File: config.mk
export PLATFORM = sky130hd
export DESIGN_NAME = dimension_swap_address_generator
export DESIGN_NICKNAME = d
export VERILOG_FILES = /design/src/hdl/dsag_pkg.sv /design/src/hdl/dsag_cfg.sv /design/src/hdl/dsag_addr.sv /design/src/hdl/dimension_swap_address_generator.sv
export SDC_FILE = /design/constraint.sdc
export NUM_CORES = 2
export LEC_CHECK = 0
export BUFFER_PORTS_ARGS = -buffer_cell sky130_fd_sc_hd__buf_2
export CORE_UTILIZATION = 35
export DETAILED_ROUTE_END_ITERATION = 8
export GPL_TIMING_DRIVEN = 0
export SYNTH_ARGS = -nofsm -noshare
export SYNTH_HDL_FRONTEND = slang
export SYNTH_HIERARCHICAL = 1
export SYNTH_SLANG_ARGS = --single-unit
File: constraint.sdc
create_clock -name clk -period 11.8 [get_ports clk]
set_clock_uncertainty 0.05 [all_clocks]
set_input_delay 2.36 -clock clk [delete_from_list [all_inputs] [get_ports clk]]
set_output_delay 2.36 -clock clk [all_outputs]
set_load 0.03 [all_outputs]
File: src/hdl/dsag_pkg.sv
// shared types and constants of the dimension swap address generator
`timescale 1ns / 1ps
`default_nettype none

package dsag_pkg;

    // fixed field widths
    localparam int SIZE_WIDTH  = 21;
    localparam int INDEX_WIDTH = 20;
    localparam int OUT_ADDR_WIDTH = 20;
    localparam int DATA_WIDTH  = 32;
    localparam int APB_DATA_WIDTH = 32;
    localparam int APB_ADDR_WIDTH = 4;
    localparam int REG_SEL_WIDTH  = 2;

    // register indexes
    localparam logic [REG_SEL_WIDTH-1:0] REG_SIZE_FIRST    = 2'd0;
    localparam logic [REG_SEL_WIDTH-1:0] REG_SIZE_MIDDLE   = 2'd1;
    localparam logic [REG_SEL_WIDTH-1:0] REG_SIZE_SWAP     = 2'd2;
    localparam logic [REG_SEL_WIDTH-1:0] REG_ELEMENT_COUNT = 2'd3;

    // configuration sizes as seen by the address unit
    typedef struct packed {
        logic [SIZE_WIDTH-1:0] size_first;
        logic [SIZE_WIDTH-1:0] size_middle;
        logic [SIZE_WIDTH-1:0] size_swap;
        logic [SIZE_WIDTH-1:0] element_count;
    } cfg_t;

endpackage

`default_nettype wire

File: src/hdl/dsag_cfg.sv
// apb register file with precomputed address strides
`timescale 1ns / 1ps
`default_nettype none

module dsag_cfg
    import dsag_pkg::*;
#(
    parameter int ADDR_WIDTH = 20
)
(
    input  wire logic                      clk,
    input  wire logic                      rst_n,
    input  wire logic                      psel,
    input  wire logic                      penable,
    input  wire logic                      pwrite,
    input  wire logic [APB_ADDR_WIDTH-1:0] paddr,
    input  wire logic [APB_DATA_WIDTH-1:0] pwdata,
    output logic      [APB_DATA_WIDTH-1:0] prdata,
    output logic                           pready,
    output cfg_t                           cfg,
    output logic      [ADDR_WIDTH-1:0]     mid_swap,
    output logic      [ADDR_WIDTH-1:0]     block_step
);

    logic [REG_SEL_WIDTH-1:0] reg_sel;
    logic                     wr_en;

    logic [SIZE_WIDTH-1:0] size_first_reg,    size_first_next;
    logic [SIZE_WIDTH-1:0] size_middle_reg,   size_middle_next;
    logic [SIZE_WIDTH-1:0] size_swap_reg,     size_swap_next;
    logic [SIZE_WIDTH-1:0] element_count_reg, element_count_next;

    logic [ADDR_WIDTH-1:0] mid_swap_reg,   mid_swap_next;
    logic [ADDR_WIDTH-1:0] first_mid_reg,  first_mid_next;
    logic [ADDR_WIDTH-1:0] block_step_reg, block_step_next;

    logic [2*SIZE_WIDTH-1:0]        ms_full;
    logic [2*SIZE_WIDTH-1:0]        fm_full;
    logic [ADDR_WIDTH+SIZE_WIDTH-1:0] bs_full;

    assign pready  = 1'b1;
    assign reg_sel = paddr[APB_ADDR_WIDTH-1:2];
    assign wr_en   = psel && penable && pwrite;

    // register writes
    always_comb
    begin
        size_first_next    = size_first_reg;
        size_middle_next   = size_middle_reg;
        size_swap_next     = size_swap_reg;
        element_count_next = element_count_reg;
        if (wr_en)
        begin
            case (reg_sel)
                REG_SIZE_FIRST:    size_first_next    = pwdata[SIZE_WIDTH-1:0];
                REG_SIZE_MIDDLE:   size_middle_next   = pwdata[SIZE_WIDTH-1:0];
                REG_SIZE_SWAP:     size_swap_next     = pwdata[SIZE_WIDTH-1:0];
                REG_ELEMENT_COUNT: element_count_next = pwdata[SIZE_WIDTH-1:0];
                default:           ;
            endcase
        end
    end

    // mid_swap uses new sizes, ready with the register; block_step lags
    always_comb
    begin
        ms_full         = size_middle_next * size_swap_next;
        fm_full         = size_first_next * size_middle_next;
        mid_swap_next   = ms_full[ADDR_WIDTH-1:0];
        first_mid_next  = fm_full[ADDR_WIDTH-1:0];
        bs_full         = first_mid_reg * size_swap_reg;
        block_step_next = bs_full[ADDR_WIDTH-1:0];
    end

    // read back
    always_comb
    begin
        case (reg_sel)
            REG_SIZE_FIRST:    prdata = APB_DATA_WIDTH'(size_first_reg);
            REG_SIZE_MIDDLE:   prdata = APB_DATA_WIDTH'(size_middle_reg);
            REG_SIZE_SWAP:     prdata = APB_DATA_WIDTH'(size_swap_reg);
            REG_ELEMENT_COUNT: prdata = APB_DATA_WIDTH'(element_count_reg);
            default:           prdata = '0;
        endcase
    end

    always_ff @(posedge clk or negedge rst_n)
    begin
        if (!rst_n)
        begin
            size_first_reg    <= SIZE_WIDTH'(1);
            size_middle_reg   <= SIZE_WIDTH'(1);
            size_swap_reg     <= SIZE_WIDTH'(1);
            element_count_reg <= SIZE_WIDTH'(1);
            mid_swap_reg      <= ADDR_WIDTH'(1);
            first_mid_reg     <= ADDR_WIDTH'(1);
            block_step_reg    <= ADDR_WIDTH'(1);
        end
        else
        begin
            size_first_reg    <= size_first_next;
            size_middle_reg   <= size_middle_next;
            size_swap_reg     <= size_swap_next;
            element_count_reg <= element_count_next;
            mid_swap_reg      <= mid_swap_next;
            first_mid_reg     <= first_mid_next;
            block_step_reg    <= block_step_next;
        end
    end

    assign cfg.size_first    = size_first_reg;
    assign cfg.size_middle   = size_middle_reg;
    assign cfg.size_swap     = size_swap_reg;
    assign cfg.element_count = element_count_reg;
    assign mid_swap          = mid_swap_reg;
    assign block_step        = block_step_reg;

endmodule

`default_nettype wire

File: src/hdl/dsag_addr.sv
// mixed-radix counters and destination address sum
`timescale 1ns / 1ps
`default_nettype none

module dsag_addr
    import dsag_pkg::*;
#(
    parameter int ADDR_WIDTH = 20
)
(
    input  wire logic                      clk,
    input  wire logic                      rst_n,
    input  wire logic                      step,
    input  wire cfg_t                      cfg,
    input  wire logic [ADDR_WIDTH-1:0]     mid_swap,
    input  wire logic [ADDR_WIDTH-1:0]     block_step,
    output logic      [OUT_ADDR_WIDTH-1:0] dest_addr,
    output logic                           last_element
);

    logic [INDEX_WIDTH-1:0] first_index_reg,  first_index_next;
    logic [INDEX_WIDTH-1:0] middle_index_reg, middle_index_next;
    logic [INDEX_WIDTH-1:0] swap_index_reg,   swap_index_next;
    logic [SIZE_WIDTH-1:0]  items_seen_reg,   items_seen_next;
    logic [ADDR_WIDTH-1:0]  first_offset_reg,  first_offset_next;
    logic [ADDR_WIDTH-1:0]  middle_offset_reg, middle_offset_next;
    logic [ADDR_WIDTH-1:0]  block_base_reg,    block_base_next;

    logic [ADDR_WIDTH+INDEX_WIDTH-1:0] swap_ext;
    logic [ADDR_WIDTH+SIZE_WIDTH-1:0]  size_swap_ext;
    logic [ADDR_WIDTH-1:0]             dest_full;
    logic [ADDR_WIDTH+OUT_ADDR_WIDTH-1:0] dest_ext;
    logic [SIZE_WIDTH:0]               items_inc;
    logic [SIZE_WIDTH-1:0]             first_inc;
    logic [SIZE_WIDTH-1:0]             middle_inc;
    logic [SIZE_WIDTH-1:0]             swap_inc;
    logic                              first_wrap;
    logic                              middle_wrap;
    logic                              swap_wrap;

    // destination address, modulo the address width
    always_comb
    begin
        swap_ext      = {{ADDR_WIDTH{1'b0}}, swap_index_reg};
        size_swap_ext = {{ADDR_WIDTH{1'b0}}, cfg.size_swap};
        dest_full     = swap_ext[ADDR_WIDTH-1:0] + middle_offset_reg
                        + first_offset_reg + block_base_reg;
        dest_ext      = {{OUT_ADDR_WIDTH{1'b0}}, dest_full};
        dest_addr     = dest_ext[OUT_ADDR_WIDTH-1:0];
    end

    // wrap tests, a size of zero acts as one
    always_comb
    begin
        items_inc    = {1'b0, items_seen_reg} + 1'b1;
        first_inc    = {1'b0, first_index_reg} + 1'b1;
        middle_inc   = {1'b0, middle_index_reg} + 1'b1;
        swap_inc     = {1'b0, swap_index_reg} + 1'b1;
        last_element = items_inc >= {1'b0, cfg.element_count};
        first_wrap   = first_inc >= cfg.size_first;
        middle_wrap  = middle_inc >= cfg.size_middle;
        swap_wrap    = swap_inc >= cfg.size_swap;
    end

    // counter advance for one element
    always_comb
    begin
        first_index_next   = first_index_reg;
        middle_index_next  = middle_index_reg;
        swap_index_next    = swap_index_reg;
        items_seen_next    = items_seen_reg;
        first_offset_next  = first_offset_reg;
        middle_offset_next = middle_offset_reg;
        block_base_next    = block_base_reg;
        if (step)
        begin
            if (last_element)
            begin
                first_index_next   = '0;
                middle_index_next  = '0;
                swap_index_next    = '0;
                items_seen_next    = '0;
                first_offset_next  = '0;
                middle_offset_next = '0;
                block_base_next    = '0;
            end
            else
            begin
                items_seen_next = items_inc[SIZE_WIDTH-1:0];
                if (!first_wrap)
                begin
                    first_index_next  = first_inc[INDEX_WIDTH-1:0];
                    first_offset_next = first_offset_reg + mid_swap;
                end
                else
                begin
                    first_index_next  = '0;
                    first_offset_next = '0;
                    if (!middle_wrap)
                    begin
                        middle_index_next  = middle_inc[INDEX_WIDTH-1:0];
                        middle_offset_next = middle_offset_reg
                                             + size_swap_ext[ADDR_WIDTH-1:0];
                    end
                    else
                    begin
                        middle_index_next  = '0;
                        middle_offset_next = '0;
                        if (swap_wrap)
                        begin
                            swap_index_next = '0;
                            block_base_next = block_base_reg + block_step;
                        end
                        else
                        begin
                            swap_index_next = swap_inc[INDEX_WIDTH-1:0];
                        end
                    end
                end
            end
        end
    end

    always_ff @(posedge clk or negedge rst_n)
    begin
        if (!rst_n)
        begin
            first_index_reg   <= '0;
            middle_index_reg  <= '0;
            swap_index_reg    <= '0;
            items_seen_reg    <= '0;
            first_offset_reg  <= '0;
            middle_offset_reg <= '0;
            block_base_reg    <= '0;
        end
        else
        begin
            first_index_reg   <= first_index_next;
            middle_index_reg  <= middle_index_next;
            swap_index_reg    <= swap_index_next;
            items_seen_reg    <= items_seen_next;
            first_offset_reg  <= first_offset_next;
            middle_offset_reg <= middle_offset_next;
            block_base_reg    <= block_base_next;
        end
    end

endmodule

`default_nettype wire

File: src/hdl/dimension_swap_address_generator.sv
// top level of the dimension swap address generator
`timescale 1ns / 1ps
`default_nettype none

// Streams array elements in source order (first dimension fastest) and gives
// each one back with its address in the layout where the chosen dimension and
// dimension one trade places. One element is taken every clock cycle while the
// output is not stalled; a result passes through the input register, then the
// result register. While a result waits, the input register still takes one
// more element, and after that the input stalls until the result transfers.
// last_element marks the element numbered element_count, after which the
// counters restart at zero. Strides are derived from the size registers by
// multipliers in the register block. The element and middle strides are ready
// at the write transfer; the block stride follows from the stored sizes.
// Address arithmetic wraps modulo 2^ADDR_WIDTH.
module dimension_swap_address_generator
    import dsag_pkg::*;
#(
    parameter int ADDR_WIDTH = 20
)
(
    input  wire logic                          clk,
    input  wire logic                          rst_n,
    input  wire logic                          psel,
    input  wire logic                          penable,
    input  wire logic                          pwrite,
    input  wire logic        [APB_ADDR_WIDTH-1:0] paddr,
    input  wire logic        [APB_DATA_WIDTH-1:0] pwdata,
    output logic             [APB_DATA_WIDTH-1:0] prdata,
    output logic                               pready,
    input  wire logic                          in_valid,
    output logic                               in_ready,
    input  wire logic signed [DATA_WIDTH-1:0]  data_value,
    output logic                               out_valid,
    input  wire logic                          out_ready,
    output logic             [OUT_ADDR_WIDTH-1:0] dest_addr,
    output logic signed      [DATA_WIDTH-1:0]  out_value,
    output logic                               last_element
);

    cfg_t                  cfg;
    logic [ADDR_WIDTH-1:0] mid_swap;
    logic [ADDR_WIDTH-1:0] block_step;

    logic                         s1_valid_reg, s1_valid_next;
    logic signed [DATA_WIDTH-1:0] s1_data_reg;
    logic                         out_valid_reg, out_valid_next;
    logic signed [DATA_WIDTH-1:0] out_value_reg;
    logic [OUT_ADDR_WIDTH-1:0]    dest_addr_reg;
    logic                         last_reg;

    logic                      in_xfer;
    logic                      out_free;
    logic                      step;
    logic [OUT_ADDR_WIDTH-1:0] dest_comb;
    logic                      last_comb;

    // register block
    dsag_cfg #(
        .ADDR_WIDTH (ADDR_WIDTH)
    ) u_cfg (
        .clk        (clk),
        .rst_n      (rst_n),
        .psel       (psel),
        .penable    (penable),
        .pwrite     (pwrite),
        .paddr      (paddr),
        .pwdata     (pwdata),
        .prdata     (prdata),
        .pready     (pready),
        .cfg        (cfg),
        .mid_swap   (mid_swap),
        .block_step (block_step)
    );

    // address unit, advances when the input register moves on
    dsag_addr #(
        .ADDR_WIDTH (ADDR_WIDTH)
    ) u_addr (
        .clk          (clk),
        .rst_n        (rst_n),
        .step         (step),
        .cfg          (cfg),
        .mid_swap     (mid_swap),
        .block_step   (block_step),
        .dest_addr    (dest_comb),
        .last_element (last_comb)
    );

    // pipeline handshake
    always_comb
    begin
        out_free = !out_valid_reg || out_ready;
        step     = s1_valid_reg && out_free;
        in_ready = !s1_valid_reg || out_free;
        in_xfer  = in_valid && in_ready;

        if (in_xfer)
            s1_valid_next = 1'b1;
        else if (step)
            s1_valid_next = 1'b0;
        else
            s1_valid_next = s1_valid_reg;

        if (step)
            out_valid_next = 1'b1;
        else if (out_ready)
            out_valid_next = 1'b0;
        else
            out_valid_next = out_valid_reg;
    end

    // valid flags
    always_ff @(posedge clk or negedge rst_n)
    begin
        if (!rst_n)
        begin
            s1_valid_reg  <= 1'b0;
            out_valid_reg <= 1'b0;
        end
        else
        begin
            s1_valid_reg  <= s1_valid_next;
            out_valid_reg <= out_valid_next;
        end
    end

    // payload registers
    always_ff @(posedge clk)
    begin
        if (in_xfer)
        begin
            s1_data_reg <= data_value;
        end
        if (step)
        begin
            out_value_reg <= s1_data_reg;
            dest_addr_reg <= dest_comb;
            last_reg      <= last_comb;
        end
    end

    assign out_valid    = out_valid_reg;
    assign out_value    = out_value_reg;
    assign dest_addr    = dest_addr_reg;
    assign last_element = last_reg;

    // an element leaving the input register always lands in the result register
    assert property (@(posedge clk) disable iff (!rst_n)
        step |=> out_valid_reg)
    else $error("result register empty after a stage advance");

    // an empty result register never stalls the input side
    assert property (@(posedge clk) disable iff (!rst_n)
        !out_valid_reg |-> in_ready)
    else $error("input stalled with result register empty");

    // a stalled input register keeps its element
    assert property (@(posedge clk) disable iff (!rst_n)
        (s1_valid_reg && !out_free) |=> (s1_valid_reg && $stable(s1_data_reg)))
    else $error("input register lost a stalled element");

endmodule

`default_nettype wire
; ---- Word level (Yosys, flattened, before mapping)
; Index checks and enable logic that the tools add are counted.
[totals]
register_bits = 372
in_bits = 75
out_inout_bits = 88
word_cells = 88
[classes]
n_addsub = 10
n_mul = 3
magnitude_cmp = 4
eq_ne = 3
muxes = 30
n_reduce_logical = 18
[op_table]
columns = cell, n
row1 = $mux W20, 18
row2 = $mux W21, 7
row3 = $pmux W32 S4, 1
row4 = $add A20 B20 Y20, 6
row5 = $add A20 B1 Y21 const B, 3
row6 = $ge A21 B21 Y1, 3
row7 = $mul A21 B21 Y20, 2
row8 = $add A21 B1 Y22 const B, 1
row9 = $ge A22 B21 Y1, 1
row10 = $mul A20 B21 Y20, 1
row11 = $reduce_bool A2 Y1, 5
row12 = $eq A2 B2 Y1 const B, 2
row13 = $logic_and A1 B1 Y1, 4
row14 = $mux W1, 4
row15 = $reduce_and A2 Y1, 2
row16 = $reduce_and A4 Y1, 1
row17 = $reduce_and A3 Y1, 1
row18 = $eq A2 B1 Y1 const B, 1
row19 = $logic_not A1 Y1, 2
row20 = $logic_not A2 Y1, 1
row21 = $logic_or A1 B1 Y1, 2

; ---- Logic depth before layout (Yosys ltp)
[logic_depth]
ltp_word = 6
depth_mapped = 30
ltp_nobuf = 27

; ---- Modules after synthesis
; The synthesis kept the hierarchy.
[modules_own_cells]
columns = module, instances, cells_each, area_each_um2, seq_area_each_um2
row1 = dsag_cfg, 1, 2579, 23949.2, 3612.2
row2 = dsag_addr, 1, 1565, 13404.1, 3528.4
row3 = dimension_swap_address_generator, 1, 93, 2656.3, 2602.5

; ---- Worst setup path before layout
; Ideal clock, no wire load.
[synth_timing]
kind = input-to-reg
from = in paddr[3]
to = reg u_cfg.mid_swap_reg[19], in the netlist u_cfg/mid_swap[19]
setup_time_ps = 124
arrival_time_ps = 8827
t_required_ps = 11626
path_slack_ps = 2799
stages = 24
n_path_buf = 3
cell_sequence = buf_6 -> nand4b_4 -> nor2_4 -> buf_4 -> mux2i_1 -> clkbuf_1 -> clkinv_1 -> nand2_1 -> fa_1 -> fa_1 -> fa_1 -> fa_1 -> inv_1 -> fa_1 -> fa_1 -> inv_1 -> fa_1 -> inv_1 -> ha_1 -> a21o_1 -> a211o_1 -> o21ai_0 -> o21ai_0 -> xnor2_1
[synth_between]
elab_chain_len = 4
word_cells_on_any_way = 7
cone_classes = mul: 1 / eq/ne: 2 / mux: 4
[synth_rtl]
columns = item, line_no
row1 = from (decl), dimension_swap_address_generator.sv:27  ; input wire logic [APB_ADDR_WIDTH-1:0] paddr,
row2 = $eq A2 B1 Y1, dsag_cfg.sv:54  ; case (reg_sel)
row3 = $mux W21, dsag_cfg.sv:54
row4 = $mux W21, dsag_cfg.sv:52  ; if (wr_en)
row5 = via u_cfg.size_middle_next[10], dsag_cfg.sv:29  ; logic [SIZE_WIDTH-1:0] size_middle_reg, size_middle_next;
row6 = $mul A21 B21 Y20, dsag_cfg.sv:67  ; ms_full = size_middle_next * size_swap_next;
row7 = via u_cfg.ms_full[19], dsag_cfg.sv:37  ; logic [2*SIZE_WIDTH-1:0] ms_full;
row8 = to (signal assigned), dsag_cfg.sv:105  ; mid_swap_reg <= mid_swap_next;
row9 = to (decl), dsag_cfg.sv:33  ; logic [ADDR_WIDTH-1:0] mid_swap_reg, mid_swap_next;
; The timed path passes the listed nets, and every way through them passes these cells.
; A chain may end at the register's enable or synchronous reset.

; ---- Final worst setup path
; Same ends and word-level chain as after synthesis.

==> impl_results.md <==
* Die W at 340 um
* Via Count at 30704
* Post-synth top area share at 22.6%
* Final standard cell utilization of the core at 39.2%
* Adder-cell share of the synthesized area at 34.2%
* Routed WL at 126 mm
* Slew Viols, Final at 0
* Post-synth EDFFs at 85
* Dpl hpwl at 99.9 mm
* Kind of critical path: in2reg
* Initial antenna violation count at 13
* Crit path launch type: input pin
* Main synth FF type: dfrtp_1
* Max-cap check violation count at 0
* Final min period at 10.16 ns
* Post-CTS Setup Repair Bufs at 0
* HP Class: reg2reg
* Relative max-transition margin at 12.1%
* Period utilization at 86.1%
* Simple-Gate Fraction of Synth Area at 13.4%
* Initial Util at 35.4%
* Die H at 340 um
* Synth-to-layout area growth at 10.7%
* Place WS at 1.10 ns
* GRT Overall Usage at 22.0%
* Largest family of logic cells by synthesized area: adder cells
* YS warnings at 6
* CTS Buf Count at 45
* DRC at 0
* Worst-path clk slew at 0.06 ns
* Slew @ Worst Pin at 1.28 ns
* Setup violators final at 0
* Max H-tree Level at 2
* FF+latch count, synth at 372
* Synth cell count leaders: inv_1, nand2_1, fa_1
* Hold Violations, Final at 0
* RSZ-0062 raised after global routing: no
* Critical Path AT at 10.60 ns
* Sequential-to-total area share from yosys stat at 24.4%
* Post-CTS Hold Buffers at 0
* Outcome: completed
* CP max FO at 10
* Post-synthesis mux area share at 3.30%
* Clk sinks at 372
* Share of flip-flops with an asynchronous set or reset at 77.2%
* Crit end category: register
* WL per Instance at 21.1 um
* Site Rows at 123
* Fin worst setup slack at 1.64 ns
* Post-synthesis area per instance at 9.44 um^2
* Share of layout cells above drive strength 1 at 8.35%
* DR iter-0 viols at 2720
* Placer congestion estimate at 0.993
* Top post-synthesis cells by area: fa_1, dfrtp_1, ha_1
* Fin area at 0.0443 mm^2
* Largest area contributor in the netlist: fa_1
* Via-to-Cell Ratio at 5.14
* F_max at 98.5 MHz
* Nets at 5330
* Final setup TNS at 0 ns
* Largest net degree at the start of global routing at 109
* Clock tree from TritonCTS: yes
* Overflow after GRT at 0
* Final ANT Viol Nets at 0
* Core Area at 0.113 mm^2
* Clock root buffer: clkbuf_16
* # resized after CTS at 0
* Dpl cell area at 0.0427 mm^2
* Vias in the first global route at 30921
* XOR/XNOR Fraction of Synth Area at 6.42%
* Compound-Gate Fraction of Synth Area at 8.98%
* Fill count at 11376
* PortBufs at 135
* Drt pass-1 iters at 8
* CP required at 12.25 ns
* Die ar. at 0.116 mm^2
* Mapped cell area at 0.0400 mm^2
* Yosys cell types at 93
* Most common cell in the netlist: inv_1
* Mapped Cells at 4237
* Clk_lat worst skew at 0.62 ns
* First-pass GRT wire length at 192 mm
* IO Count at 163
* Deepest clock path buffer count at 3
## kinds of logic (layout without fill, tap and decap cells)
kind of cell / count (synthesis) / count (layout)
other: 2 / 20
adder cells (fa/ha/maj): 823 / 823
flip-flops: 372 / 372
multiplexers: 90 / 90
AND/OR/NAND/NOR: 1170 / 1170
AO/OA/AOI/OAI: 541 / 541
buffers and inverters: 953 / 1175
XOR/XNOR: 286 / 286
## final cells by class
class / instances / area (um^2) / share of cell area (%)
buffer: 144 / 673 / 1.52
clock inverter: 31 / 365 / 0.825
antenna: 8 / 20.0 / 0.0452
inverter: 809 / 3040 / 6.86
timing repair buffer: 138 / 768 / 1.73
clock buffer: 53 / 1220 / 2.75
sequential: 372 / 9740 / 22.0
multi-input combinational: 2922 / 26600 / 60.0
tap: 1500 / 1880 / 4.24
## metrics by stage
stage,hold WS [ns],std cells
3_5_place_dp,0.357,5885
3_3_place_gp,0.353,5882
2_1_floorplan,0.350,4247
5_1_grt,0.370,5971
4_1_cts,0.371,5969
6_report,0.369,5977
## routing by layer
layer / vias to the layer above / track usage, % / routed length (um)
met5: - / 0 / 15
met4: 2 / 8.03 / 4890
met3: 229 / 4.51 / 12100
met2: 1363 / 32.5 / 53300
met1: 15184 / 31.8 / 55700
li1: 13926 / - / -
## worst paths after layout
check | from | cells past startpoint | slack, ns | endpoint
max | paddr[3] | 24 | 1.64 | u_cfg/mid_swap[19]
min | s1_data_reg[27] | 0 | 0.37 | out_value[27]
max reg2reg | u_cfg/size_middle_reg[5] | 24 | 3.59 | u_cfg/first_mid_reg[18]
min reg2reg | s1_data_reg[27] | 0 | 0.37 | out_value[27]
max in group asynchronous | rst_n | 4 | 8.56 | u_cfg/size_first_reg[0]
min in group asynchronous | rst_n | 1 | 1.51 | u_cfg/block_step[18]
## critical path, cell delays in order
cell      delay, ns
buf_6          0.13
nand4b_4       0.19
nor2_4         0.35
buf_4          0.28
mux2i_1        0.42
clkbuf_1       0.59
clkinv_1       0.68
nand2_1        0.28
fa_1           0.45
fa_1           0.59
fa_1           0.46
fa_1           0.55
inv_1          0.05
fa_1           0.45
fa_1           0.50
inv_1          0.05
fa_1           0.47
inv_1          0.04
ha_1           0.32
a21o_1         0.17
a211o_1        0.30
o21ai_0        0.33
o21ai_0        0.27
xnor2_1        0.30
## placed cells by master (no fill, tap or decap), types with 20 or more instances in the layout
| cell | Yosys | layout |
|---|---|---|
| a21o_1 | 67 | 67 |
| a21oi_1 | 107 | 107 |
| a22o_1 | 26 | 26 |
| and2_1 | 106 | 105 |
| and3_1 | 28 | 28 |
| buf_2 | 15 | 149 |
| clkbuf_1 | 102 | 104 |
| clkbuf_16 | 0 | 45 |
| clkinv_1 | 17 | 20 |
| dfrtp_1 | 280 | 280 |
| edfxtp_1 | 85 | 85 |
| fa_1 | 452 | 452 |
| ha_1 | 371 | 371 |
| inv_1 | 786 | 786 |
| mux2_2 | 25 | 25 |
| mux2i_1 | 32 | 32 |
| mux4_2 | 21 | 21 |
| nand2_1 | 465 | 465 |
| nand2b_1 | 40 | 40 |
| nand3_1 | 79 | 79 |
| nand4_1 | 24 | 24 |
| nor2_1 | 304 | 304 |
| nor3_1 | 46 | 46 |
| o21a_1 | 21 | 21 |
| o21ai_0 | 131 | 131 |
| o22ai_1 | 24 | 24 |
| o31ai_1 | 27 | 27 |
| xnor2_1 | 207 | 207 |
| xor2_1 | 74 | 74 |
Power is not shown: default switching activity piles up to over one toggle a cycle in this logic, so the estimate is an artifact.
